## config.mk

```make
export PLATFORM = sky130hd
export DESIGN_NAME = tsv_field_parser_unit
export DESIGN_NICKNAME = d
export VERILOG_FILES = /design/src/rtl/tfp_pkg.sv /design/src/rtl/tfp_step.sv /design/src/rtl/tfp_out_queue.sv /design/src/rtl/tsv_field_parser_unit.sv
export SDC_FILE = /design/constraint.sdc
export NUM_CORES = 1
export LEC_CHECK = 0
export BUFFER_PORTS_ARGS = -buffer_cell sky130_fd_sc_hd__buf_4
export CORE_UTILIZATION = 55
export CTS_BUF_LIST = sky130_fd_sc_hd__clkbuf_4 sky130_fd_sc_hd__clkbuf_8 sky130_fd_sc_hd__clkbuf_16
export DETAILED_ROUTE_END_ITERATION = 10
export PLACE_DENSITY_LB_ADDON = 0.25
export SETUP_SLACK_MARGIN = 0.4
export SYNTH_ARGS = -nofsm -noshare
export SYNTH_HDL_FRONTEND = slang
export SYNTH_SLANG_ARGS = --single-unit
```

## constraint.sdc

```tcl
create_clock -name clk -period 3.61 [get_ports clk]
set_clock_uncertainty 0.05 [all_clocks]
set_input_delay 0.1805 -clock clk [delete_from_list [all_inputs] [get_ports clk]]
set_output_delay 0.1805 -clock clk [all_outputs]
set_load 0.01 [all_outputs]
```

## src/rtl/tfp_pkg.sv

```systemverilog
// Shared types and constants of the tab-separated field parser.
package tfp_pkg;

    // Result kinds
    localparam logic [1:0] KIND_BYTE     = 2'd0;
    localparam logic [1:0] KIND_END      = 2'd1;
    localparam logic [1:0] KIND_DATA_END = 2'd2;
    localparam logic [1:0] KIND_OVERFLOW = 2'd3;

    // Configuration register indexes
    localparam logic [1:0] REG_DOT_END_ENABLE = 2'd0;
    localparam logic [1:0] REG_NUM_COLUMNS    = 2'd1;

    // Characters the parser reacts to
    localparam logic [7:0] CHAR_DOT       = 8'h2E;
    localparam logic [7:0] CHAR_BACKSLASH = 8'h5C;
    localparam logic [7:0] CHAR_TAB       = 8'h09;
    localparam logic [7:0] CHAR_NEWLINE   = 8'h0A;

    // Column counter and column count register
    localparam int COL_W  = 10;
    localparam int NCOL_W = 11;
    localparam logic [NCOL_W-1:0] MAX_COLUMNS = 11'd1024;

    // Result queue
    localparam int QUEUE_DEPTH = 4;
    localparam int QPTR_W      = $clog2(QUEUE_DEPTH);
    localparam int QCNT_W      = $clog2(QUEUE_DEPTH + 1);

    typedef struct packed {
        logic [1:0]       kind;
        logic [7:0]       field_byte;
        logic             field_null;
        logic [COL_W-1:0] column;
        logic             last;
    } result_t;

    // Results produced by one item: zero, one or two
    typedef struct packed {
        logic [1:0] count;
        result_t    first;
        result_t    second;
    } push_t;

endpackage

```

## src/rtl/tfp_step.sv

```systemverilog
// Parser state and the per-byte decision logic of the field parser.
module tfp_step
    import tfp_pkg::*;
#(
    parameter int MAX_FIELD = 2048
)
(
    input  logic              clk,
    input  logic              rst_n,
    input  logic              fire,
    input  logic [7:0]        data_byte,
    input  logic              end_of_input,
    input  logic              dot_end_enable,
    input  logic [NCOL_W-1:0] num_columns,
    output push_t             push
);

    localparam int LEN_W = $clog2(MAX_FIELD);
    localparam logic [LEN_W-1:0] LEN_LIMIT = LEN_W'(MAX_FIELD - 1);

    logic [COL_W-1:0] column_reg, column_next;
    logic [LEN_W-1:0] length_reg, length_next;
    logic             escape_reg, escape_next;
    logic             dot_reg, dot_next;
    logic             stopped_reg, stopped_next;

    logic [NCOL_W-1:0] columns_eff;
    logic [NCOL_W-1:0] column_inc;
    logic [COL_W-1:0]  column_wrap;
    logic [LEN_W-1:0]  length_inc;
    logic              is_sep;

    // Clamp column count to 1..1024 and compute the wrapped next column
    always_comb
    begin
        if (num_columns == '0)
            columns_eff = NCOL_W'(1);
        else if (num_columns > MAX_COLUMNS)
            columns_eff = MAX_COLUMNS;
        else
            columns_eff = num_columns;
        column_inc  = NCOL_W'(column_reg) + NCOL_W'(1);
        column_wrap = (column_inc >= columns_eff) ? '0 : column_inc[COL_W-1:0];
        length_inc  = length_reg + LEN_W'(1);
        is_sep      = (data_byte == CHAR_TAB) || (data_byte == CHAR_NEWLINE);
    end

    // Decide results and next state for the item in the input register
    always_comb
    begin
        column_next  = column_reg;
        length_next  = length_reg;
        escape_next  = escape_reg;
        dot_next     = dot_reg;
        stopped_next = stopped_reg;

        push.count             = 2'd0;
        push.first.kind        = KIND_BYTE;
        push.first.field_byte  = '0;
        push.first.field_null  = 1'b0;
        push.first.column      = column_reg;
        push.first.last        = 1'b1;
        push.second.kind       = KIND_BYTE;
        push.second.field_byte = '0;
        push.second.field_null = 1'b0;
        push.second.column     = column_reg;
        push.second.last       = 1'b1;

        if (fire && !stopped_reg)
        begin
            priority if (end_of_input)
            begin
                push.count      = 2'd1;
                push.first.kind = KIND_DATA_END;
                stopped_next    = 1'b1;
                escape_next     = 1'b0;
                dot_next        = 1'b0;
            end
            else if (dot_reg)
            begin
                // Held dot: newline ends data, else the dot becomes a field byte.
                // The field is empty here, so two bytes stay below the limit.
                dot_next = 1'b0;
                if (data_byte == CHAR_NEWLINE)
                begin
                    push.count      = 2'd1;
                    push.first.kind = KIND_DATA_END;
                    stopped_next    = 1'b1;
                end
                else
                begin
                    push.count             = 2'd2;
                    push.first.kind        = KIND_BYTE;
                    push.first.field_byte  = CHAR_DOT;
                    push.first.last        = 1'b0;
                    if (data_byte == CHAR_TAB)
                    begin
                        push.second.kind = KIND_END;
                        length_next      = '0;
                        column_next      = column_wrap;
                    end
                    else
                    begin
                        push.second.kind       = KIND_BYTE;
                        push.second.field_byte = data_byte;
                        length_next            = length_reg + LEN_W'(2);
                    end
                end
            end
            else if (escape_reg || (!is_sep && data_byte != CHAR_BACKSLASH &&
                     !(dot_end_enable && column_reg == '0 && length_reg == '0 &&
                       data_byte == CHAR_DOT)))
            begin
                // Store one field byte; raise overflow at the length limit
                escape_next           = 1'b0;
                push.count            = 2'd1;
                push.first.kind       = KIND_BYTE;
                push.first.field_byte = data_byte;
                length_next           = length_inc;
                if (length_inc >= LEN_LIMIT)
                begin
                    push.count       = 2'd2;
                    push.first.last  = 1'b0;
                    push.second.kind = KIND_OVERFLOW;
                    stopped_next     = 1'b1;
                end
            end
            else if (data_byte == CHAR_DOT)
            begin
                dot_next = 1'b1;
            end
            else if (data_byte == CHAR_BACKSLASH)
            begin
                escape_next = 1'b1;
            end
            else
            begin
                // Tab or newline closes the field
                push.count            = 2'd1;
                push.first.kind       = KIND_END;
                push.first.field_null = (length_reg == '0);
                length_next           = '0;
                column_next           = column_wrap;
            end
        end
    end

    // Hold parser state
    always_ff @(posedge clk or negedge rst_n)
    begin
        if (!rst_n)
        begin
            column_reg  <= '0;
            length_reg  <= '0;
            escape_reg  <= 1'b0;
            dot_reg     <= 1'b0;
            stopped_reg <= 1'b0;
        end
        else
        begin
            column_reg  <= column_next;
            length_reg  <= length_next;
            escape_reg  <= escape_next;
            dot_reg     <= dot_next;
            stopped_reg <= stopped_next;
        end
    end

    // Once stopped, the parser stays stopped until reset
    assert property (@(posedge clk) disable iff (!rst_n)
        stopped_reg |=> stopped_reg)
        else $error("tfp_step: stopped flag cleared without reset");

    // A running field never reaches the overflow limit
    assert property (@(posedge clk) disable iff (!rst_n)
        !stopped_reg |-> (length_reg < LEN_LIMIT))
        else $error("tfp_step: field length at limit while running");

    // Held dot and pending escape never coexist
    assert property (@(posedge clk) disable iff (!rst_n)
        !(dot_reg && escape_reg))
        else $error("tfp_step: held dot and escape both pending");

endmodule

```

## src/rtl/tfp_out_queue.sv

```systemverilog
// Result queue of the field parser: takes up to two results a cycle, gives one unless stalled.
module tfp_out_queue
    import tfp_pkg::*;
(
    input  logic    clk,
    input  logic    rst_n,
    input  push_t   push,
    output logic    room,
    output logic    out_valid,
    input  logic    out_stall,
    output result_t head
);

    result_t           entry_reg [QUEUE_DEPTH];
    logic [QPTR_W-1:0] wr_ptr_reg, wr_ptr_next;
    logic [QPTR_W-1:0] rd_ptr_reg, rd_ptr_next;
    logic [QCNT_W-1:0] count_reg, count_next;
    logic              pop;
    logic [QPTR_W-1:0] wr_ptr_second;

    // Accept new work only when two free entries remain
    assign room          = (count_reg <= QCNT_W'(QUEUE_DEPTH - 2));
    assign out_valid     = (count_reg != '0);
    assign head          = entry_reg[rd_ptr_reg];
    assign pop           = out_valid && !out_stall;
    assign wr_ptr_second = wr_ptr_reg + QPTR_W'(1);

    // Advance pointers and fill count
    always_comb
    begin
        wr_ptr_next = wr_ptr_reg + QPTR_W'(push.count);
        rd_ptr_next = rd_ptr_reg + QPTR_W'(pop);
        count_next  = count_reg + QCNT_W'(push.count) - QCNT_W'(pop);
    end

    always_ff @(posedge clk or negedge rst_n)
    begin
        if (!rst_n)
        begin
            wr_ptr_reg <= '0;
            rd_ptr_reg <= '0;
            count_reg  <= '0;
        end
        else
        begin
            wr_ptr_reg <= wr_ptr_next;
            rd_ptr_reg <= rd_ptr_next;
            count_reg  <= count_next;
        end
    end

    // Write the results of one item
    always_ff @(posedge clk)
    begin
        if (push.count != 2'd0)
            entry_reg[wr_ptr_reg] <= push.first;
        if (push.count == 2'd2)
            entry_reg[wr_ptr_second] <= push.second;
    end

    // Fill count never exceeds the queue depth
    assert property (@(posedge clk) disable iff (!rst_n)
        count_reg <= QCNT_W'(QUEUE_DEPTH))
        else $error("tfp_out_queue: fill count beyond depth");

endmodule

```

## src/rtl/tsv_field_parser_unit.sv

```systemverilog
// Top level of the tab-separated field parser.
//
// One byte of a tab-separated text stream, or an end-of-input mark, is
// taken per transfer and turned into field bytes, field ends (with a null
// flag and the column number), an end-of-data mark or an overflow error.
// An input transfer can be taken every cycle unless the input stalls; each
// item waits in the input register, is decoded in a single pass and lands
// in a four-entry result queue. The output side gives one result a cycle
// unless the output stalls: two-result items (a held leading dot followed
// by a byte other than newline, or the byte that hits the field length
// limit) give them one after the other, and the input stalls while the
// queue has fewer than two free entries. After a data end or an overflow
// error the block takes more bytes but gives no results until reset. The
// user must make configuration writes only while idle; not enforced.
module tsv_field_parser_unit
    import tfp_pkg::*;
#(
    parameter int MAX_FIELD = 2048
)
(
    input  logic              clk,
    input  logic              rst_n,
    input  logic              cfg_write,
    input  logic [1:0]        cfg_addr,
    input  logic [NCOL_W-1:0] cfg_wdata,
    input  logic              in_valid,
    output logic              in_stall,
    input  logic [7:0]        data_byte,
    input  logic              end_of_input,
    output logic              out_valid,
    input  logic              out_stall,
    output logic [1:0]        kind,
    output logic [7:0]        field_byte,
    output logic              field_null,
    output logic [COL_W-1:0]  column,
    output logic              last
);

    logic              dot_end_enable_reg;
    logic [NCOL_W-1:0] num_columns_reg;
    logic              hold_valid_reg;
    logic [7:0]        hold_byte_reg;
    logic              hold_eoi_reg;
    logic              room;
    logic              advance;
    push_t             push;
    result_t           head;

    // Configuration registers
    always_ff @(posedge clk or negedge rst_n)
    begin
        if (!rst_n)
        begin
            dot_end_enable_reg <= 1'b0;
            num_columns_reg    <= NCOL_W'(1);
        end
        else if (cfg_write)
        begin
            unique case (cfg_addr)
                REG_DOT_END_ENABLE: dot_end_enable_reg <= cfg_wdata[0];
                REG_NUM_COLUMNS:    num_columns_reg    <= cfg_wdata;
                default:            ;
            endcase
        end
    end

    // Input register: move on when the queue has room for two results
    assign advance  = hold_valid_reg && room;
    assign in_stall = hold_valid_reg && !room;

    always_ff @(posedge clk or negedge rst_n)
    begin
        if (!rst_n)
            hold_valid_reg <= 1'b0;
        else if (!in_stall)
            hold_valid_reg <= in_valid;
    end

    always_ff @(posedge clk)
    begin
        if (in_valid && !in_stall)
        begin
            hold_byte_reg <= data_byte;
            hold_eoi_reg  <= end_of_input;
        end
    end

    tfp_step #(
        .MAX_FIELD (MAX_FIELD)
    ) u_step (
        .clk            (clk),
        .rst_n          (rst_n),
        .fire           (advance),
        .data_byte      (hold_byte_reg),
        .end_of_input   (hold_eoi_reg),
        .dot_end_enable (dot_end_enable_reg),
        .num_columns    (num_columns_reg),
        .push           (push)
    );

    tfp_out_queue u_queue (
        .clk       (clk),
        .rst_n     (rst_n),
        .push      (push),
        .room      (room),
        .out_valid (out_valid),
        .out_stall (out_stall),
        .head      (head)
    );

    // Drive result fields from the queue head
    assign kind       = head.kind;
    assign field_byte = head.field_byte;
    assign field_null = head.field_null;
    assign column     = head.column;
    assign last       = head.last;

    // Results are only pushed for an item leaving the input register
    assert property (@(posedge clk) disable iff (!rst_n)
        (push.count != 2'd0) |-> advance)
        else $error("tsv_field_parser_unit: results without an item");

endmodule

```

==> out/results.txt, run 1 <==
The number of antenna violations at the first check in global routing is 0, and the met1 usage is 36.3%. In this run the horizontal extent of the chip is 117 um. The average cell area after synthesis was 11.9 um^2; the fmax was 0.310 GHz.

Of all nets on the critical path, the largest fanout is 5. The number of storage elements in the synthesis netlist is 141, and the final cell utilization of the core is 70.9%. Counting flops with a built-in enable in the synthesized netlist gives 89. The run gives 4 as the first-pass iteration count of the detailed router. The floorplan has 41 rows.

The longest clock path from root to sink contains 2 buffers. The post-route netlist has 27.3% of its cells at a drive strength greater than 1. In the global route stage, met3 resource usage came out at 4.89%.

From bottom edge to top edge, the die measures 117 um. Counting flops with an async set or reset pin after synthesis yields a share of 31.2%. The count of port buffers added during placement works out to 50. For the sequential share of the synthesized area, the log shows 54.1%.

For the post-synthesis net count, the log shows 663. Setup repair after global routing could not meet its margin everywhere. The number of slew-limit violations in the final report came out at 0. For the final routed database, the setup TNS stands at 0 ps.

Setup violations remaining at the end of the flow were counted as 0. 51 I/O pins were placed. For the final hold violation count, the log shows 0. STA classifies the critical path endpoint as a register. Data required time at the worst endpoint: 3870 ps. The insertion delay of the later-clocked pin in the worst-skew pair came out at 430 ps. The tools report the post-detailed-placement half-perimeter wirelength as 11100 um. Reported leakage power: 3.35 nW. The area growth from synthesis to layout is 24.6%. The number of flip-flops in the largest register is 88, and the post-route fraction of the period consumed by the critical path is 89.2%. The final route contains 5339 vias. The first global-routing pass estimated 26500 um of wire. After global routing, the most crowded layer is met2. Dividing the detail-routed wire length by the instance count gives 18.5 um.

The detailed router finished its first iteration with 469 violations. The number of distinct library cell variants in the gate-level netlist after synthesis was 71; the number of routed nets with antenna violations was 0. The run gives 4 as the number of levels the H-tree was split into.

The number of remaining DRC errors is 0, and the power density normalized to cell area is 612 nW/um^2. The tools report the diode insertion count for antenna repair as 0. The area of the mapped netlist was 7270 um^2. For this run the aggregate overflow at the end of global routing stands at 0. At the pin with the least slew margin, the transition time is 1120 ps.

The placed instances occupy a cell area of 7990 um^2. The run gives 141 as the count of clock tree sinks. The worst setup path is launched from a register. The tree is rooted in a clkbuf_16.

Headroom to the max-slew limit came out at 25.4%. Critical path arrival: 3480 ps. The flow ran to the end, and the final reports show no timing, DRC or antenna violations. At the end of the flow, the number of nets in the layout was 756. The routed design could run at a clock period as short as 3220 ps. Yosys printed 0 warnings.

The tightest min-delay check is of the input pin to register type. The routing usage on met2 is 41.4%, and the final instance area is 9060 um^2. The die covers 13700 um^2.

Clock-pin slew on the worst setup and hold paths: 60 ps. The floorplan step defined a core boundary enclosing 12800 um^2. For the pin count of the biggest net entering global routing, the log shows 45. Count of mapped cells out of synthesis: 613. The congestion estimate from routability-driven global placement came to 0.915.

The initial utilization of the core area, before any placement, comes to 56.9%. Dividing the detail-routed via count by the number of cells gives 5.99. For this run, the leading register cell type out of synthesis is edfxtp_1. By startpoint and endpoint, the worst setup path is classified as register to register. TritonCTS built the clock tree.

The number of global-route vias before repair was 5183; the number of CTS-inserted buffers was 17. The max-cap check violation count was 0; the total routed wirelength was 16500 um. Global routing used 26.3% of the available tracks. The worst IR drop on VDD was 371 uV.
[repair_timing]
item,4_1_cts,5_1_grt
endpoints found under the hold margin,65,0
setup buffers,10,4
hold buffers,22,0
resized for setup,9,22
endpoints found under the setup margin,27,70
pin swaps,5,5
[cell type report]
cell class              instances  area [um^2]
clock inverters                15          184
clock buffers                  17          425
repair buffers                106          901
multi-input cells             419         3310
fillers                       915         3710
well taps                     172          215
inverters                      21         78.8
flip-flops and latches        141         3940
[power breakdown]
group / switching [W] / total, W / leakage (nW) / internal, W
Combinational: 0.000713 / 0.00157 / 1.62 / 0.000857
Clock: 0.000706 / 0.00180 / 0.293 / 0.00110
Sequential: 0.000257 / 0.00217 / 1.44 / 0.00191
Total: 0.00168 / 0.00554 / 3.35 / 0.00387
[metrics by stage]
| step | instances | power, W | hold WS, ps | worst slack [ps] |
|---|---|---|---|---|
| 3_3_place_gp | 823 | 0.00358 | 158 | 222 |
| 5_1_grt | 891 | 0.00583 | 63.5 | 280 |
| 4_1_cts | 887 | 0.00552 | 48.6 | 373 |
| 6_report | 891 | 0.00554 | 65.1 | 389 |
| 2_1_floorplan | 613 | 0.00304 | -165 | 405 |
| 3_5_place_dp | 823 | 0.00362 | 166 | 117 |
[worst paths after layout]
kind	from	endpoint	slack, ps	cells after the start
setup / recovery	u_step.length_reg[1]	u_queue.count_reg[2]	390	13
hold / removal	cfg_addr[1]	dot_end_enable_reg	70	3
setup reg to reg	u_step.length_reg[1]	u_queue.count_reg[2]	390	13
hold reg to reg	u_queue.entry_reg[2][0]	u_queue.entry_reg[2][0]	410	1
max in group asynchronous	rst_n	u_step.column_reg[0]	2840	2
min in group asynchronous	rst_n	u_step.length_reg[7]	240	2
[synthesized netlist by cell type, types with 4 or more instances]
cell type,instances,area [um^2]
nor4b_1,4,35.0
xnor2_1,8,70.1
nor2b_1,15,93.8
mux2_2,13,146
nand4_1,9,56.3
xor2_1,8,70.1
o21ai_0,25,125
nand2b_1,6,37.5
o22ai_1,36,225
a41oi_1,4,35.0
edfxtp_1,89,2670
dfxtp_1,8,160
clkbuf_1,23,86.3
mux4_2,22,495
a31oi_1,8,50.1
nand2_1,42,158
and3_1,4,25.0
o21a_1,5,37.5
a22o_1,4,35.0
buf_1,4,15.0
nor4_1,5,31.3
and2_1,43,269
a21oi_1,11,55.1
nor2_1,34,128
dfrtp_1,43,1080
ha_1,22,275
nor3_1,9,45.0
nand3_1,27,135
inv_1,17,63.8
[metal layers]
layer | vias up | share of wire, %
met5 | - | 0
met4 | 0 | 1.2
met3 | 22 | 6.3
met2 | 194 | 48
met1 | 2606 | 44
li1 | 2517 | -
[layout by cell type, fill, tap and decap left out, types with 22 or more instances in the layout]
master,count
and2_1,42
buf_4,80
dfrtp_1,36
dlygate4sd3_1,22
edfxtp_1,89
mux4_2,22
nand2_1,42
nand3_1,27
nor2_1,33
o21ai_0,25
o22ai_1,36
[kinds of logic after synthesis]
group                      count (synthesis)  synth area share [%]
muxes                                     35                  8.83
DFF                                      141                  54.1
and+or+nand+nor                          224                  17.0
adders and majority gates                 23                  4.06
xor gates and xnor gates                  16                  1.93
AOI/OAI and AO/OA                        121                  11.1
buffers and inverters                     53                  2.94
[critical path: stages (launching register included)]
cell and delay, ps:
dfrtp_2 390, ha_4 170, nand3_4 100, or4_4 450
a2111oi_4 480, o211a_1 260, nand2b_4 150, ha_4 200
inv_2 40, ha_2 160, inv_2 40, fa_2 340
xor2_2 160, xnor2_1 120
(Power assumes the default switching activity.)
==> run 2: changes to the inputs <==
--- a/config.mk
+++ b/config.mk
@@ -13,4 +13,5 @@
 export SETUP_SLACK_MARGIN = 0.4
 export SYNTH_ARGS = -nofsm -noshare
 export SYNTH_HDL_FRONTEND = slang
+export SYNTH_HIERARCHICAL = 1
 export SYNTH_SLANG_ARGS = --single-unit
==> out/results.txt, run 2 <==
The top fanout value on the critical path was 5 (unchanged). The run gives 0 (unchanged) as the number of antenna violations at the first check in global routing. The adder-cell share of the synthesized area was 3.36% (-0.70 points); the data required time at the worst endpoint was 3730 ps (-140 ps). Biggest area consumer among synthesized cells: edfxtp_1.

The tools report the aggregate global-route resource usage as 25.7% (-0.56 points). Kind of critical path: register to register. The tree is rooted in a clkbuf_16. The post-synthesis simple-gate area fraction was 10.3% (-6.7 points).

The tools report the sequential share of the synthesized area as 49.9% (-4.2 points). In the post-synthesis netlist, the biggest area contributors are edfxtp_1 36%, dfrtp_1 13%, mux2_4 9.1%, mux2_2 7.1%, mux4_2 6.2%. Power density normalized to cell area: 490 nW/um^2 (-20%). The total routed wirelength was 19400 um (+18%); the number of CTS-inserted buffers was 17 (unchanged).

The run gives 18.9% (-6.5 points) as the normalized max-slew margin. The top-level I/O count came out at 51 (unchanged). The most common cell in the synthesized netlist is edfxtp_1. The routed wirelength normalized by instance count came out at 21.3 um (+15%). Number of enable flip-flop cells after synthesis: 97 (+9.0%). In this run the most critical hold path is launched from out_stall. The logs give 0 (unchanged) for the number of routed nets with antenna violations and 15100 um^2 (+10%) for the area enclosed by the die boundary. The count of clock tree sinks is 141 (unchanged), and the xor and xnor fraction of the mapped netlist area is 1.96% (+0.033 points). After synthesis, the largest family of logic cells by area is multiplexers.

TritonCTS built the clock tree. The run gives 3460 ps (-20 ps) as the critical path arrival. The horizontal extent of the die is 123 um (+5.1%), and the cell count of the worst reg-to-reg path is 15 (+2). The run gives 4.11 nW (+23%) as the reported leakage power. For the count of routing violations after the opening detailed-route iteration, the log shows 453 (-3.4%). The count of port buffers added during placement is 50 (unchanged), and the area of the mapped netlist is 8040 um^2 (+11%). The worst reg2reg path endpoint is u_queue/entry_reg[1][20]. Per-cell via count in the routed design: 6.02 (+0.53%). For the total via count after detailed routing, the log shows 5482 (+2.7%). The logs give 45 (unchanged) for the pin count of the biggest net entering global routing and 0 (unchanged) for the diode insertion count for antenna repair. The proportion of layout cells with a drive suffix above 1 is 42.7% (+15 points).

The fraction of synthesized area in multiplexers came out at 22.6% (+14 points). Ranked by instance count, the synthesized netlist is headed by 97 x edfxtp_1, 51 x mux2_2, 49 x mux2_4. The starting density of the core was 57.1% (+0.13 points); the final hold violation count was 0 (unchanged). The final RePlAce weighted congestion is 0.856 (-6.5%).

Filler-free cell count of the finished design: 910 (+2.1%). Worst IR drop on VDD: 248 uV (-33%). The average cell area after synthesis is 13.4 um^2 (+13%), and the number of distinct library cell variants in the gate-level netlist after synthesis is 66 (-7.0%). Compared with the post-synthesis result, the final layout area differs by 26.8%. The number of warnings reported in the yosys synthesis log is 6 (+6). Number of filler cells placed in the layout: 911 (-0.44%).

The logs give 0 ps (unchanged) for the total negative slack and 270 ps (-120 ps) for the worst-case register-to-register setup slack. The number of global-route vias before repair was 5358 (+3.4%); the number of levels the H-tree was split into was 4 (unchanged). The flow ran to the end, and the final reports show no timing, DRC or antenna violations. The tools report the number of nets in the final layout as 765 (+1.2%). Post-route fraction of the period consumed by the critical path: 92.6% (+3.3 points). For the overflow left after global routing, the log shows 0 (unchanged). In the layout the commonest cells are 97 x edfxtp_1, 86 x buf_4, 71 x mux2_4, 42 x dfrtp_1, 32 x nand2_1. The number of storage elements in the synthesis netlist came out at 141 (unchanged). Die outline height: 123 um (+5.1%). The worst setup path is launched from a register. The launch point of the worst path is u_step/length_reg[1]. The cell depth of the worst hold path is 3 (unchanged). First-pass iteration count of the detailed router: 5 (+1). The fmax was 0.299 GHz (-3.6%); the number of flip-flops in the largest register was 88 (unchanged). The clock tree buffer depth came out at 2 (unchanged). The worst setup path is captured at a register. The number of remaining DRC errors came out at 0 (unchanged).

Clock-pin slew on the worst setup and hold paths: 60 ps (about the same). In this run the worst hold path is classified as input pin to register. The tools report the number of placement rows as 43 (+4.9%).

Setup repair after global routing could not meet its margin everywhere. The post-detailed-placement half-perimeter wirelength is 11000 um (-1.5%), and the first-pass GRT wire length is 28700 um (+8.0%). The insertion delay of the later-clocked pin in the worst-skew pair is 420 ps (about the same), and the placeable core region is 14100 um^2 (+10%). The number of slew-limit violations in the final report was 0 (unchanged). The worst register-to-register path begins at u_step/length_reg[1]. The tools report the count of mapped cells out of synthesis as 601 (-2.0%).

The share of the synthesized area in the top cell type was 36.2% (-0.53 points). Leaving out fill and tap cells, the most frequent cell in the layout is edfxtp_1. The tools report the max-cap check violation count as 0 (unchanged). The worst hold slack after final layout was 34.5 ps (-30.5 ps); the clock period minus final worst setup slack was 3340 ps (+120 ps). The worst hold path terminates at u_queue/rd_ptr_reg[0]. Transition time of the tightest slew-check pin: 1220 ps (+97.2 ps).

The compound-gate portion of the synthesized area came out at 7.47% (-3.7 points). The post-synthesis net count is 649 (-2.1%). For the final-report setup violation count, the log shows 0 (unchanged). The predominant post-synthesis flop cell was edfxtp_1. The post-synthesis async set-or-reset flop share came out at 31.2% (unchanged). The cell count after placement was 819 (-0.49%).
[run 2: cell count changes after synthesis, moves of 9 or more]
| cell | previous run | this run |
|---|---|---|
| mux2_4 | 0 | 49 |
| and2_1 | 43 | 4 |
| mux2_2 | 13 | 51 |
| o22ai_1 | 36 | 3 |
| buf_4 | 1 | 15 |
| clkbuf_1 | 23 | 9 |
| and3_1 | 4 | 17 |
| nand3_1 | 27 | 14 |
| nor2b_1 | 15 | 3 |
| o21ai_0 | 25 | 13 |
| a21oi_1 | 11 | 21 |
| nand2_1 | 42 | 33 |
[run 2: how the worst max path moves through the flow]
stage                                           to  slack (ps)  cells after the start
after CTS                  u_queue/entry_reg[1][1]         360                     14
after global placement    u_queue/entry_reg[1][15]         170                     11
after global routing      u_queue/entry_reg[1][20]         180                     15
after detailed placement   u_queue/entry_reg[2][7]          70                     11
after floorplan            u_queue/entry_reg[3][0]         310                     11
final                     u_queue/entry_reg[1][20]         270                     15
[run 2: logic make-up after synthesis]
logic type | count (synthesis)
AO/OA/AOI/OAI | 88
buffers and inverters | 59
XOR/XNOR | 18
multiplexers | 123
other | 2
AND/OR/NAND/NOR | 149
adder cells (fa/ha/maj) | 21
flip-flops | 141
[run 2: metrics by stage]
stage               utilization [%]  total power (W)  worst slack [ps]  area [um^2]
floorplan                         -          0.00277               313         8080
global placement               61.8          0.00316               175         8710
detailed placement             61.8          0.00319              69.5         8710
CTS                            70.0          0.00497               361         9870
global route                   72.4          0.00522               180        10200
finish                         72.4          0.00500               269        10200
[run 2: final cells by class]
type | count | area [um^2] | area share (%)
multi-input combinational | 401 | 3940 | 38.6
sequential | 141 | 4020 | 39.4
tap | 180 | 225 | 2.21
timing repair buffer | 139 | 1390 | 13.6
inverter | 17 | 63.8 | 0.626
clock inverter | 12 | 121 | 1.19
clock buffer | 20 | 448 | 4.39
[run 2: metal layers]
metal	global-route usage [%]	vias to the layer above	routed length, um
met3	4.84	31	1070
met4	9.38	0	387
li1	-	2511	-
met5	0	-	0
met2	41.3	216	9750
met1	35.0	2724	8210
[run 2: power by group]
group / switching (W) / internal (W) / total [W]
Clock: 0.000670 / 0.00103 / 0.00170
Combinational: 0.000550 / 0.000706 / 0.00126
Sequential: 0.000200 / 0.00184 / 0.00204
Total: 0.00142 / 0.00358 / 0.00500
[run 2: repair_timing]
action | in CTS | in global routing
endpoints found under the setup margin | 165 | 188
hold endpoints to repair | 65 | 0
gates cloned | 4 | 6
gates resized for setup | 37 | 39
hold buffers | 22 | 0
setup buffers | 18 | 9
pin swaps | 9 | 11
[run 2: critical path, stage by stage (launching register included)]
cell and delay (ps):
dfrtp_1 410, buf_4 150, inv_2 70, ha_4 110
or4b_4 490, nor4_4 170, or2_1 180, and2_4 160
a21oi_2 50, a21o_1 230, buf_6 140, nor4_4 150
buf_4 160, buf_6 120, buf_16 120, mux2_2 350
